===== src/hw/rtl/assert_macros.svh =====
// Assertion macros for the LRU cache RTL
`ifndef ASSERT_MACROS_SVH
`define ASSERT_MACROS_SVH

`ifndef ASSERT_OFF

// Check prop on every clk edge outside reset
`define LCX_ASSERT(lbl, prop, clk, rst_n) \
  lbl: assert property (@(posedge clk) disable iff (!rst_n) prop) \
    else $error("lru cache check failed");

// Check prop on every clk edge, reset included
`define LCX_ASSERT_ALWAYS(lbl, prop, clk) \
  lbl: assert property (@(posedge clk) prop) \
    else $error("lru cache check failed");

`else

`define LCX_ASSERT(lbl, prop, clk, rst_n)
`define LCX_ASSERT_ALWAYS(lbl, prop, clk)

`endif

`endif


===== src/hw/rtl/lcx_pkg.sv =====
// Shared types and codes for the LRU cache with expiry
`timescale 1ns / 1ps

package lcx_pkg;

  typedef enum logic [1:0] {
    CMD_GET    = 2'd0,
    CMD_SET    = 2'd1,
    CMD_REMOVE = 2'd2,
    CMD_CLEAR  = 2'd3
  } cmd_e;

  typedef enum logic [1:0] {
    ST_HIT     = 2'd0,
    ST_MISS    = 2'd1,
    ST_EXPIRED = 2'd2,
    ST_DONE    = 2'd3
  } status_e;

  localparam logic REG_MAX_ENTRIES = 1'b0;
  localparam logic REG_MAX_AGE     = 1'b1;

  localparam int unsigned MAX_ENTRIES_W = 5;
  localparam int unsigned AGE_W         = 32;
  localparam int unsigned TIME_W        = 32;

  typedef struct packed {
    logic clear;
    logic fill;
    logic drop;
    logic load_rank;
    logic write_data;
    logic dec_en;
  } ent_ctl_t;

  typedef struct packed {
    status_e status;
    logic    evicted;
  } res_flags_t;

endpackage


===== src/hw/rtl/lcx_entry.sv =====
// One cache line: key, value, timestamp, valid bit and recency rank
`timescale 1ns / 1ps

module lcx_entry #(
  parameter int unsigned KEY_BITS   = 64,
  parameter int unsigned VALUE_BITS = 32,
  parameter int unsigned RANK_W     = 4
) (
  input  logic                     clk_i,
  input  logic                     rst_ni,
  input  lcx_pkg::ent_ctl_t        ctl_i,
  input  logic [KEY_BITS-1:0]      key_i,
  input  logic [VALUE_BITS-1:0]    value_i,
  input  logic [lcx_pkg::TIME_W-1:0] stamp_i,
  input  logic [RANK_W-1:0]        new_rank_i,
  input  logic [RANK_W-1:0]        dec_thr_i,
  output logic                     valid_o,
  output logic                     match_o,
  output logic [RANK_W-1:0]        rank_o,
  output logic [VALUE_BITS-1:0]    value_o,
  output logic [lcx_pkg::TIME_W-1:0] stamp_o
);
  import lcx_pkg::*;

  logic                  valid_q, valid_d;
  logic [RANK_W-1:0]     rank_q, rank_d;
  logic [KEY_BITS-1:0]   key_q;
  logic [VALUE_BITS-1:0] value_q;
  logic [TIME_W-1:0]     stamp_q;

  always_comb begin
    valid_d = valid_q;
    rank_d  = rank_q;
    priority if (ctl_i.clear) begin
      valid_d = 1'b0;
      rank_d  = '0;
    end else if (ctl_i.fill) begin
      valid_d = 1'b1;
      rank_d  = new_rank_i;
    end else if (ctl_i.drop) begin
      valid_d = 1'b0;
      rank_d  = '0;
    end else if (ctl_i.load_rank) begin
      rank_d  = new_rank_i;
    end else if (ctl_i.dec_en && valid_q && (rank_q > dec_thr_i)) begin
      rank_d  = rank_q - RANK_W'(1);
    end else begin
      rank_d  = rank_q;
    end
  end

  always_ff @(posedge clk_i or negedge rst_ni) begin
    if (!rst_ni) begin
      valid_q <= 1'b0;
      rank_q  <= '0;
    end else begin
      valid_q <= valid_d;
      rank_q  <= rank_d;
    end
  end

  always_ff @(posedge clk_i) begin
    if (ctl_i.fill) begin
      key_q <= key_i;
    end
    if (ctl_i.fill || ctl_i.write_data) begin
      value_q <= value_i;
      stamp_q <= stamp_i;
    end
  end

  assign valid_o = valid_q;
  assign match_o = valid_q && (key_q == key_i);
  assign rank_o  = rank_q;
  assign value_o = value_q;
  assign stamp_o = stamp_q;

endmodule


===== src/hw/rtl/lcx_ctrl.sv =====
// Operation decode: hit select, expiry test, eviction and line updates
`timescale 1ns / 1ps

module lcx_ctrl #(
  parameter int unsigned CAPACITY   = 16,
  parameter int unsigned VALUE_BITS = 32,
  parameter int unsigned RANK_W     = 4,
  parameter int unsigned CNT_W      = 5
) (
  input  logic                              fire_i,
  input  lcx_pkg::cmd_e                     cmd_i,
  input  logic [lcx_pkg::TIME_W-1:0]        now_i,
  input  logic [lcx_pkg::MAX_ENTRIES_W-1:0] max_entries_i,
  input  logic [lcx_pkg::AGE_W-1:0]         max_age_i,
  input  logic [CNT_W-1:0]                  count_i,
  input  logic [CAPACITY-1:0]               valid_i,
  input  logic [CAPACITY-1:0]               match_i,
  input  logic [RANK_W-1:0]                 rank_i  [CAPACITY],
  input  logic [VALUE_BITS-1:0]             value_i [CAPACITY],
  input  logic [lcx_pkg::TIME_W-1:0]        stamp_i [CAPACITY],
  output lcx_pkg::ent_ctl_t                 ctl_o   [CAPACITY],
  output logic [RANK_W-1:0]                 new_rank_o,
  output logic [RANK_W-1:0]                 dec_thr_o,
  output logic [lcx_pkg::TIME_W-1:0]        stamp_wr_o,
  output logic [CNT_W-1:0]                  count_d_o,
  output logic [VALUE_BITS-1:0]             read_value_o,
  output lcx_pkg::res_flags_t               flags_o
);
  import lcx_pkg::*;

  logic                  hit_any;
  logic [RANK_W-1:0]     hit_rank;
  logic [VALUE_BITS-1:0] hit_value;
  logic [TIME_W-1:0]     hit_stamp;
  logic [TIME_W-1:0]     age;
  logic                  expired;
  logic [CNT_W-1:0]      limit;
  logic                  full;
  logic [CAPACITY-1:0]   victim_oh;
  logic [CAPACITY-1:0]   free_vec;
  logic [CAPACITY-1:0]   fill_oh;
  logic                  evict;
  logic [CAPACITY-1:0]   drop_v, load_v, wr_v, fill_v;
  logic                  dec_all, clr_all;

  always_comb begin
    hit_rank  = '0;
    hit_value = '0;
    hit_stamp = '0;
    victim_oh = '0;
    for (int i = 0; i < CAPACITY; i++) begin
      hit_rank     = hit_rank  | (match_i[i] ? rank_i[i]  : '0);
      hit_value    = hit_value | (match_i[i] ? value_i[i] : '0);
      hit_stamp    = hit_stamp | (match_i[i] ? stamp_i[i] : '0);
      victim_oh[i] = valid_i[i] && (rank_i[i] == '0);
    end
  end

  assign hit_any = |match_i;
  assign age     = now_i - hit_stamp;
  assign expired = (max_age_i != '0) && (AGE_W'(age) > max_age_i);

  always_comb begin
    if ((max_entries_i == '0) || (32'(max_entries_i) > 32'(CAPACITY))) begin
      limit = CNT_W'(CAPACITY);
    end else begin
      limit = CNT_W'(max_entries_i);
    end
  end

  assign full       = count_i >= limit;
  assign evict      = (cmd_i == CMD_SET) && !hit_any && full;
  assign free_vec   = ~valid_i | (evict ? victim_oh : '0);
  assign fill_oh    = free_vec & (~free_vec + CAPACITY'(1));
  assign stamp_wr_o = (max_age_i == '0) ? '0 : now_i;

  always_comb begin
    drop_v       = '0;
    load_v       = '0;
    wr_v         = '0;
    fill_v       = '0;
    dec_all      = 1'b0;
    clr_all      = 1'b0;
    dec_thr_o    = hit_rank;
    new_rank_o   = RANK_W'(count_i - CNT_W'(1));
    count_d_o    = count_i;
    read_value_o = '0;
    flags_o      = '{status: ST_DONE, evicted: 1'b0};
    unique case (cmd_i)
      CMD_GET: begin
        if (!hit_any) begin
          flags_o.status = ST_MISS;
        end else if (expired) begin
          flags_o.status = ST_EXPIRED;
          drop_v         = match_i;
          dec_all        = 1'b1;
          count_d_o      = count_i - CNT_W'(1);
        end else begin
          flags_o.status = ST_HIT;
          read_value_o   = hit_value;
          load_v         = match_i;
          dec_all        = 1'b1;
        end
      end
      CMD_SET: begin
        if (hit_any) begin
          wr_v    = match_i;
          load_v  = match_i;
          dec_all = 1'b1;
        end else begin
          flags_o.evicted = evict;
          if (evict) begin
            drop_v    = victim_oh;
            dec_all   = 1'b1;
            dec_thr_o = '0;
          end
          fill_v     = fill_oh;
          new_rank_o = RANK_W'(count_i - CNT_W'(evict));
          count_d_o  = count_i - CNT_W'(evict) + CNT_W'(1);
        end
      end
      CMD_REMOVE: begin
        if (hit_any) begin
          drop_v    = match_i;
          dec_all   = 1'b1;
          count_d_o = count_i - CNT_W'(1);
        end
      end
      CMD_CLEAR: begin
        clr_all   = 1'b1;
        count_d_o = '0;
      end
      default: begin
        flags_o.status = ST_DONE;
      end
    endcase
    if (!fire_i) begin
      drop_v    = '0;
      load_v    = '0;
      wr_v      = '0;
      fill_v    = '0;
      dec_all   = 1'b0;
      clr_all   = 1'b0;
      count_d_o = count_i;
    end
  end

  always_comb begin
    for (int i = 0; i < CAPACITY; i++) begin
      ctl_o[i] = '{clear:      clr_all,
                   fill:       fill_v[i],
                   drop:       drop_v[i],
                   load_rank:  load_v[i],
                   write_data: wr_v[i],
                   dec_en:     dec_all};
    end
  end

endmodule


===== src/hw/rtl/lru_cache_with_expiry.sv =====
// Throughput: one word per cycle while the receiver does not stall the result
// register; the full-table key match and rank update run in a single pass
// between the input register and the result register.
// Reset clears all valid bits, recency ranks, the entry count and both
// configuration registers at once; no clearing pass is needed.
`timescale 1ns / 1ps
`include "assert_macros.svh"

module lru_cache_with_expiry #(
  parameter int unsigned CAPACITY   = 16,
  parameter int unsigned KEY_BITS   = 64,
  parameter int unsigned VALUE_BITS = 32
) (
  input  logic                          clk_i,
  input  logic                          rst_ni,
  input  logic                          cfg_valid_i,
  output logic                          cfg_ready_o,
  input  logic                          cfg_index_i,
  input  logic [lcx_pkg::AGE_W-1:0]     cfg_data_i,
  input  logic                          in_valid_i,
  output logic                          in_stall_o,
  input  logic [1:0]                    cmd_i,
  input  logic [KEY_BITS-1:0]           lookup_key_i,
  input  logic [VALUE_BITS-1:0]         write_value_i,
  input  logic [lcx_pkg::TIME_W-1:0]    now_ms_i,
  output logic                          out_valid_o,
  input  logic                          out_stall_i,
  output logic [1:0]                    status_o,
  output logic [VALUE_BITS-1:0]         read_value_o,
  output logic [$clog2(CAPACITY+1)-1:0] entry_count_o,
  output logic                          evicted_o
);
  import lcx_pkg::*;

  localparam int unsigned RANK_W = $clog2(CAPACITY);
  localparam int unsigned CNT_W  = $clog2(CAPACITY + 1);

  logic [MAX_ENTRIES_W-1:0] max_entries_q;
  logic [AGE_W-1:0]         max_age_q;

  logic                  s1_valid_q, s1_valid_d;
  cmd_e                  s1_cmd_q;
  logic [KEY_BITS-1:0]   s1_key_q;
  logic [VALUE_BITS-1:0] s1_value_q;
  logic [TIME_W-1:0]     s1_now_q;

  logic                  out_valid_q, out_valid_d;
  res_flags_t            res_flags_q;
  logic [VALUE_BITS-1:0] res_value_q;
  logic [CNT_W-1:0]      count_q, count_d;

  logic accept_in, fire;

  logic [CAPACITY-1:0]   entry_valid, entry_match;
  logic [RANK_W-1:0]     entry_rank  [CAPACITY];
  logic [VALUE_BITS-1:0] entry_value [CAPACITY];
  logic [TIME_W-1:0]     entry_stamp [CAPACITY];
  ent_ctl_t              entry_ctl   [CAPACITY];

  logic [RANK_W-1:0]     new_rank, dec_thr;
  logic [TIME_W-1:0]     stamp_wr;
  logic [VALUE_BITS-1:0] res_value_d;
  res_flags_t            res_flags_d;

  assign cfg_ready_o = 1'b1;

  always_ff @(posedge clk_i or negedge rst_ni) begin
    if (!rst_ni) begin
      max_entries_q <= '0;
      max_age_q     <= '0;
    end else if (cfg_valid_i) begin
      unique case (cfg_index_i)
        REG_MAX_ENTRIES: max_entries_q <= cfg_data_i[MAX_ENTRIES_W-1:0];
        REG_MAX_AGE:     max_age_q     <= cfg_data_i;
        default:         max_age_q     <= max_age_q;
      endcase
    end
  end

  // Advance the held word when the result register is free or draining
  assign fire        = s1_valid_q && (!out_valid_q || !out_stall_i);
  assign in_stall_o  = s1_valid_q && !fire;
  assign accept_in   = in_valid_i && !in_stall_o;
  assign s1_valid_d  = accept_in || (s1_valid_q && !fire);
  assign out_valid_d = fire || (out_valid_q && out_stall_i);

  always_ff @(posedge clk_i or negedge rst_ni) begin
    if (!rst_ni) begin
      s1_valid_q  <= 1'b0;
      out_valid_q <= 1'b0;
      count_q     <= '0;
    end else begin
      s1_valid_q  <= s1_valid_d;
      out_valid_q <= out_valid_d;
      count_q     <= count_d;
    end
  end

  always_ff @(posedge clk_i) begin
    if (accept_in) begin
      s1_cmd_q   <= cmd_e'(cmd_i);
      s1_key_q   <= lookup_key_i;
      s1_value_q <= write_value_i;
      s1_now_q   <= now_ms_i;
    end
    if (fire) begin
      res_flags_q <= res_flags_d;
      res_value_q <= res_value_d;
    end
  end

  logic [CNT_W-1:0] res_count_q;

  always_ff @(posedge clk_i) begin
    if (fire) begin
      res_count_q <= count_d;
    end
  end

  for (genvar g = 0; g < CAPACITY; g++) begin : g_line
    lcx_entry #(
      .KEY_BITS   (KEY_BITS),
      .VALUE_BITS (VALUE_BITS),
      .RANK_W     (RANK_W)
    ) u_entry (
      .clk_i      (clk_i),
      .rst_ni     (rst_ni),
      .ctl_i      (entry_ctl[g]),
      .key_i      (s1_key_q),
      .value_i    (s1_value_q),
      .stamp_i    (stamp_wr),
      .new_rank_i (new_rank),
      .dec_thr_i  (dec_thr),
      .valid_o    (entry_valid[g]),
      .match_o    (entry_match[g]),
      .rank_o     (entry_rank[g]),
      .value_o    (entry_value[g]),
      .stamp_o    (entry_stamp[g])
    );
  end

  lcx_ctrl #(
    .CAPACITY   (CAPACITY),
    .VALUE_BITS (VALUE_BITS),
    .RANK_W     (RANK_W),
    .CNT_W      (CNT_W)
  ) u_ctrl (
    .fire_i        (fire),
    .cmd_i         (s1_cmd_q),
    .now_i         (s1_now_q),
    .max_entries_i (max_entries_q),
    .max_age_i     (max_age_q),
    .count_i       (count_q),
    .valid_i       (entry_valid),
    .match_i       (entry_match),
    .rank_i        (entry_rank),
    .value_i       (entry_value),
    .stamp_i       (entry_stamp),
    .ctl_o         (entry_ctl),
    .new_rank_o    (new_rank),
    .dec_thr_o     (dec_thr),
    .stamp_wr_o    (stamp_wr),
    .count_d_o     (count_d),
    .read_value_o  (res_value_d),
    .flags_o       (res_flags_d)
  );

  assign out_valid_o   = out_valid_q;
  assign status_o      = res_flags_q.status;
  assign evicted_o     = res_flags_q.evicted;
  assign read_value_o  = res_value_q;
  assign entry_count_o = res_count_q;

  `LCX_ASSERT(a_count_tracks_valid, ($countones(entry_valid) == count_q), clk_i, rst_ni)
  `LCX_ASSERT(a_single_match, ($onehot0(entry_match)), clk_i, rst_ni)
  `LCX_ASSERT(a_fire_gives_result, (fire |=> out_valid_o), clk_i, rst_ni)
  `LCX_ASSERT(a_evict_keeps_count, (fire && res_flags_d.evicted |-> count_d == count_q), clk_i, rst_ni)

endmodule


===== config.mk =====
export PLATFORM = sky130hd
export DESIGN_NAME = lru_cache_with_expiry
export DESIGN_NICKNAME = d
export VERILOG_FILES = /design/src/hw/rtl/lcx_pkg.sv /design/src/hw/rtl/lcx_entry.sv /design/src/hw/rtl/lcx_ctrl.sv /design/src/hw/rtl/lru_cache_with_expiry.sv
export VERILOG_INCLUDE_DIRS = /design/src /design/src/hw/rtl
export SDC_FILE = /design/constraint.sdc
export NUM_CORES = 2
export LEC_CHECK = 0
export ABC_AREA = 0
export BUFFER_PORTS_ARGS = -buffer_cell sky130_fd_sc_hd__buf_2
export CORE_MARGIN = 10
export CORE_UTILIZATION = 45
export DETAILED_ROUTE_END_ITERATION = 12
export PLACE_DENSITY = 0.67
export SYNTH_ARGS = -nofsm -noshare
export SYNTH_HDL_FRONTEND = slang
export SYNTH_SLANG_ARGS = --single-unit

===== constraint.sdc =====
create_clock -name clk_i -period 38 [get_ports clk_i]
set_clock_uncertainty 0.1 [all_clocks]
set_input_delay 1.9 -clock clk_i [delete_from_list [all_inputs] [get_ports clk_i]]
set_output_delay 1.9 -clock clk_i [all_outputs]
set_load 0.005 [all_outputs]

## Word level (Yosys, flattened, before mapping)

Index checks and enable logic that the tools add are counted.
W data, S select, Z words.

| word-level totals | value |
|---|---|
| register bits | 2342 |
| input bits | 168 |
| output and inout port bits | 43 |
| logic and storage cells | 575 |

| cells by class | value |
|---|---|
| add/sub/neg operators | 21 |
| magnitude comparators | 19 |
| equal/unequal tests | 19 |
| mux-type cells | 214 |
| bitwise operators | 53 |
| reductions and logical operators | 155 |

Operators by type and width:

| kind | number |
|---|---|
| $mux W32 | 33 |
| $eq A64 B64 Y1 | 16 |
| $or A32 B32 Y32 | 30 |
| $mux W4 | 101 |
| $mux W16 | 14 |
| $reduce_bool A5 Y1 | 16 |
| $logic_and A1 B1 Y1 | 71 |
| $gt A4 B4 Y1 | 16 |
| $logic_not A4 Y1 | 16 |
| $sub A4 B1 Y4 const B | 16 |
| $or A4 B4 Y4 | 15 |
| $mux W1 | 54 |
| $pmux W16 S3 | 1 |
| $reduce_bool A3 Y1 | 16 |
| $gt A32 B32 Y1 | 1 |
| $logic_not A32 Y1 | 1 |
| $not A16 Y16 | 2 |
| $pmux W16 S2 | 1 |
| $reduce_bool A32 Y1 | 1 |
| $sub A32 B32 Y32 | 1 |
| $mux W5 | 6 |
| $logic_or A1 B1 Y1 | 20 |
| $pmux W5 S4 | 1 |
| $reduce_or A17 Y1 | 1 |
| 20 further kinds | 31 |

## Logic depth before layout (Yosys ltp)

| depth | value |
|---|---|
| depth after elaboration | 29 |
| mapped depth | 42 |
| mapped depth without buffers | 35 |

## By module

Synthesis repeated with hierarchy kept, for this count alone.

| second synthesis, totals | value |
|---|---|
| cells, all modules | 6562 |
| area total of the unflattened synthesis | 99186.4 µm² |

By module, submodules not included:

| module | times used | cells an instance | area each (µm²) | sequential area each (µm²) |
|---|---|---|---|---|
| lcx_entry | 16 | 298 | 5123.7 | 3968.8 |
| lcx_ctrl | 1 | 1530 | 10505.1 | 0.0 |
| lru_cache_with_expiry | 1 | 264 | 6702.7 | 6206.0 |

## Worst setup path after synthesis

Ideal clock, no wire load.

| timing path | value |
|---|---|
| path type | reg2reg |
| start point | register max_entries_q[1] |
| end point | register g_line[1].u_entry.rank_q[0] |
| library setup time | 0.107 ns |
| arrival | 15.295 ns |
| required time | 37.793 ns |
| path slack | 22.498 ns |
| cell stages (with the launch flop) | 17 |
| path buffers | 0 |
| cell sequence | dfrtp_1 or4_1 ha_1 nand2b_1 ha_1 a21o_1 a21o_1 a21o_1 a21o_1 nand2_1 nand2_1 a2111oi_0 a21oi_1 nand2b_2 a41o_2 o221ai_1 nand2b_1 |

RTL lines:

| what | RTL line | RTL |
|---|---|---|
| from (decl) | lru_cache_with_expiry.sv:38 | `logic [MAX_ENTRIES_W-1:0] max_entries_q;` |
| from (signal assigned) | lru_cache_with_expiry.sv:73 | `REG_MAX_ENTRIES: max_entries_q <= cfg_data_i[MAX_ENTRIES_W-1:0];` |
| to (signal assigned) | lcx_entry.sv:58 | `rank_q <= rank_d;` |
| to (decl) | lcx_entry.sv:26 | `logic [RANK_W-1:0] rank_q, rank_d;` |

## Worst setup path after layout

| timing path | value |
|---|---|
| start point | register s1_key_q[31] |
| end point | register g_line[8].u_entry.rank_q[3] |

| on the way | value |
|---|---|
| longest elaborated chain between the ends | 29 |
| elaborated cells on any way between the ends | 138 |
| classes of those cells | add/sub (3); order compare (2); eq/ne (16); mux (60); bitwise (33); reduce/logical (24) |

Ends and longest elaborated chain:

| what | RTL line | RTL |
|---|---|---|
| from (decl) | lru_cache_with_expiry.sv:43 | `logic [KEY_BITS-1:0] s1_key_q;` |
| from (signal assigned) | lru_cache_with_expiry.sv:102 | `s1_key_q <= lookup_key_i;` |
| $eq A64 B64 Y1 | lcx_entry.sv:73 | `assign match_o = valid_q && (key_q == key_i);` |
| $logic_and A1 B1 Y1 | lcx_entry.sv:73 |  |
| $mux W32 | lcx_ctrl.sv:54 | `hit_stamp = hit_stamp \| (match_i[i] ? stamp_i[i] : '0);` |
| $or A32 B32 Y32 (15 in series) | lcx_ctrl.sv:54 |  |
| $sub A32 B32 Y32 | lcx_ctrl.sv:60 | `assign age = now_i - hit_stamp;` |
| $gt A32 B32 Y1 | lcx_ctrl.sv:61 | `assign expired = (max_age_i != '0) && (AGE_W'(age) > max_age_i);` |
| $logic_and A1 B1 Y1 | lcx_ctrl.sv:61 |  |
| $mux W16 | lcx_ctrl.sv:93 | `end else if (expired) begin` |
| $mux W16 | lcx_ctrl.sv:91 | `if (!hit_any) begin` |
| $pmux W16 S2 | lcx_ctrl.sv:89 | `unique case (cmd_i)` |
| $mux W16 | lcx_ctrl.sv:137 | `if (!fire_i) begin` |
| $mux W4 | lcx_entry.sv:43 | `end else if (ctl_i.load_rank) begin` |
| $mux W4 | lcx_entry.sv:40 | `end else if (ctl_i.drop) begin` |
| $mux W4 | lcx_entry.sv:37 | `end else if (ctl_i.fill) begin` |
| $mux W4 | lcx_entry.sv:34 | `priority if (ctl_i.clear) begin` |
| to (signal assigned) | lcx_entry.sv:58 |  |
| to (decl) | lcx_entry.sv:26 |  |

Several ways; a longest one is shown, not always the timed one.
A chain may end at the register's enable or synchronous reset.

==> impl_metrics.json <==
{
  "finalHoldViolCount": 0,
  "grt_max_degree": 76,
  "wl_mm": 297,
  "cts_tree": "yes",
  "min_period_ns": 12.28,
  "arrival_ns": 12.88,
  "synth-seq-cells": 2342,
  "crit_slowest_cell": "nor4_1",
  "placed_area_sq_um": 102000,
  "routabilityCongestion": 0.932,
  "end_kind": "flip-flop",
  "setup_viol": 0,
  "power.density_nw_per_um2": 51.1,
  "via_per_inst": 6.23,
  "grt_pass1_vias": 58100,
  "post_drt_wl_per_cell_um": 31.1,
  "yosysSeqAreaShare": 0.718,
  "setup_tns_ns": 0,
  "post-route-drc-count": 0,
  "outcome": "finished clean",
  "dp_slack_ns": 26.22,
  "max_freq_ghz": 0.0814,
  "dpl.hpwl_mm": 173,
  "cts_buffers": 228,
  "min_period_over_period": 0.323,
  "maxCapViolations": 0,
  "slew_violations": 0,
  "clockBufferDepth": 3,
  "required_ns": 38.60,
  "ys_warn_count": 0,
  "grt_pass1_wl_mm": 424,
  "boundaryPins": 211,
  "path_common_cell": "buf_4",
  "gr-usage-all-layers": 0.245,
  "design_area_sq_um": 110000,
  "post-cts-setup-buffers": 0,
  "die_height_um": 484,
  "cts_hold_buf": 0,
  "synth-edff-count": 2218,
  "synthCells": 6145,
  "startpoint_type": "flip-flop",
  "worst_slack_ns": 25.72,
  "dieWidth_um": 484,
  "finalNetCount": 6846,
  "syn_nets": 6483,
  "max_stage_delay_ns": 0.89,
  "clkLatencyLatePin_ns": 0.93,
  "synthFlopType": "edfxtp_1",
  "drive_above_1_share": 0.132,
  "cts-root-buf": "clkbuf_16",
  "dr.pass1.iters": 8,
  "async_flop_share": 0.0529,
  "path_clk_slew_ns": 0.06,
  "initial_utilization": 0.452,
  "synthesis.area_sq_um": 97000,
  "hold_path.class": "reg2reg",
  "netlist-cell-type-count": 100,
  "vdd_drop_max_mv": 0.0474,
  "worstMarginPinSlew_ns": 1.19,
  "num_vias": 59500,
  "htreeDepth": 4,
  "area_growth_pct": 12.9,
  "clock_sinks": 2342,
  "avgSynthCellArea_sq_um": 15.8,
  "detail-route-antenna-nets": 0,
  "dieArea_sq_um": 235000,
  "rows": 170,
  "globalRouteOverflowTotal": 0,
  "relSlewSlack": 0.204,
  "leakage_nw": 36.3,
  "core_area_sq_um": 215000,
  "io_buffers": 209,
  "total_power_mw": 5.59,
  "crit_fanout": 35,
  "critical_path_class": "reg2reg",
  "hold_slack_ns": 0.404,
  "dr.first_iter.drc_count": 8261,
  "post_cts_resized": 0,
  "antenna_found_initial": 14,
  "rsz0062_at_grt": "false"
}
## worst max-delay path, delay by kind of cell (launching register included)
family | cells | cell delay [ns]
AND/OR/NAND/NOR | 15 | 4.64
AO/OA/AOI/OAI | 16 | 3.82
buffers and inverters | 6 | 2.40
adder cells (fa/ha/maj) | 2 | 0.72
flip-flops | 1 | 0.33
## cells in the final DEF, fill, tap and decap left out, drive strengths merged, types with 14 or more instances in the layout
cell     instances
xor2           394
nor3            48
a221oi         182
xnor2          501
a21oi           81
o21ai          108
nor4           161
nand2          187
inv            207
mux2            38
a22o           199
dfrtp          124
bufinv          17
o2bb2ai         31
o22ai           52
o2111ai         25
nand3          119
nand2b          73
nand4          171
o21a            25
ha             169
a22oi          210
a31oi           56
nor2           129
edfxtp        2218
clkinv         113
clkbuf         290
buf            417
and3            45
a21o            36
nor2b           64
or4             14
## worst paths after layout
check	slack, ns	from	cells after the start	end
min in group asynchronous	0.84	rst_ni	1	s1_valid_q
worst max register to register	25.72	s1_key_q[31]	39	g_line[8].u_entry.rank_o[3]
worst max-delay path	25.72	s1_key_q[31]	39	g_line[8].u_entry.rank_o[3]
worst min-delay path	0.40	s1_valid_q	1	out_valid_o
max in group asynchronous	35.45	rst_ni	2	g_line[4].u_entry.rank_o[2]
worst min register to register	0.40	s1_valid_q	1	out_valid_o
## per-stage QoR
stage | util | instances
2_1_floorplan | - | 6145
3_3_place_gp | 0.476 | 9116
3_5_place_dp | 0.476 | 9116
4_1_cts | 0.510 | 9543
5_1_grt | 0.510 | 9544
6_report | 0.510 | 9545
## per-layer routing
layer,vias to the layer above,track usage,part of all wire
met4,14,0.101,0.047
met3,674,0.0461,0.10
li1,24700,-,-
met5,-,0,0.00033
met2,3646,0.386,0.46
met1,30400,0.335,0.39
## registers in the layout, summed over array words and instances (netlist names)
| name | cells |
|---|---|
| count_q | 5 |
| entry_count_o | 5 |
| evicted_o | 1 |
| g_line.u_entry.key_q | 1024 |
| g_line.u_entry.rank_o | 64 |
| g_line.u_entry.stamp_o | 512 |
| g_line.u_entry.valid_o | 16 |
| g_line.u_entry.value_o | 512 |
| max_age_q | 32 |
| max_entries_q | 5 |
| out_valid_o | 1 |
| read_value_o | 32 |
| s1_cmd_q | 2 |
| s1_key_q | 64 |
| s1_now_q | 32 |
| s1_valid_q | 1 |
| s1_value_q | 32 |
| status_o | 2 |
## cell type report
class                           count  area [sq um]
Multi-Input combinational cell   3315         25400
Fill cell                       17300        105000
Timing Repair Buffer              417          2680
Clock buffer                      290          6020
Tap cell                         2838          3550
Sequential cell                  2342         69700
Inverter                          204           767
Antenna cell                        2          5.00
Clock inverter                    137          1380
## synth_stat cells (31+ instances only)
library cell / number / area [sq um]
a21o_1: 36 / 270
a21oi_1: 78 / 390
a221oi_1: 181 / 1590
a22o_1: 199 / 1740
a22oi_1: 210 / 1580
a31oi_1: 55 / 344
and3_1: 45 / 282
buf_2: 89 / 445
buf_4: 56 / 420
clkbuf_1: 105 / 394
dfrtp_1: 124 / 3100
edfxtp_1: 2218 / 66600
ha_1: 169 / 2110
inv_1: 190 / 713
mux2_2: 37 / 417
nand2_1: 185 / 694
nand2b_1: 72 / 450
nand3_1: 119 / 596
nand4_1: 169 / 1060
nor2_1: 127 / 477
nor2b_1: 64 / 400
nor3_1: 46 / 230
nor4_1: 146 / 913
o21ai_0: 95 / 475
o22ai_1: 52 / 325
o2bb2ai_1: 31 / 272
xnor2_1: 499 / 4370
xor2_1: 393 / 3440
## report_power, final
group          total, mW  switching, mW  leakage [nW]  internal (mW)
Sequential          2.93         0.0539          21.7           2.88
Clock               2.24           1.00          3.59           1.24
Combinational      0.417          0.282          11.1          0.134
Total               5.59           1.34          36.3           4.26
## cell families (layout without fill, tap and decap cells)
kind of cell	Yosys count	in the layout	share of synthesized area
mux	40	40	0.00462
simple gates	1071	1071	0.0615
other cells	1	3	0.0000386
xor+xnor	895	895	0.0810
buf+inv	488	1048	0.0227
compound gates	1138	1138	0.0897
flops	2342	2342	0.718
fa+ha+maj	170	170	0.0220
Power figures use the tool's default switching activity.
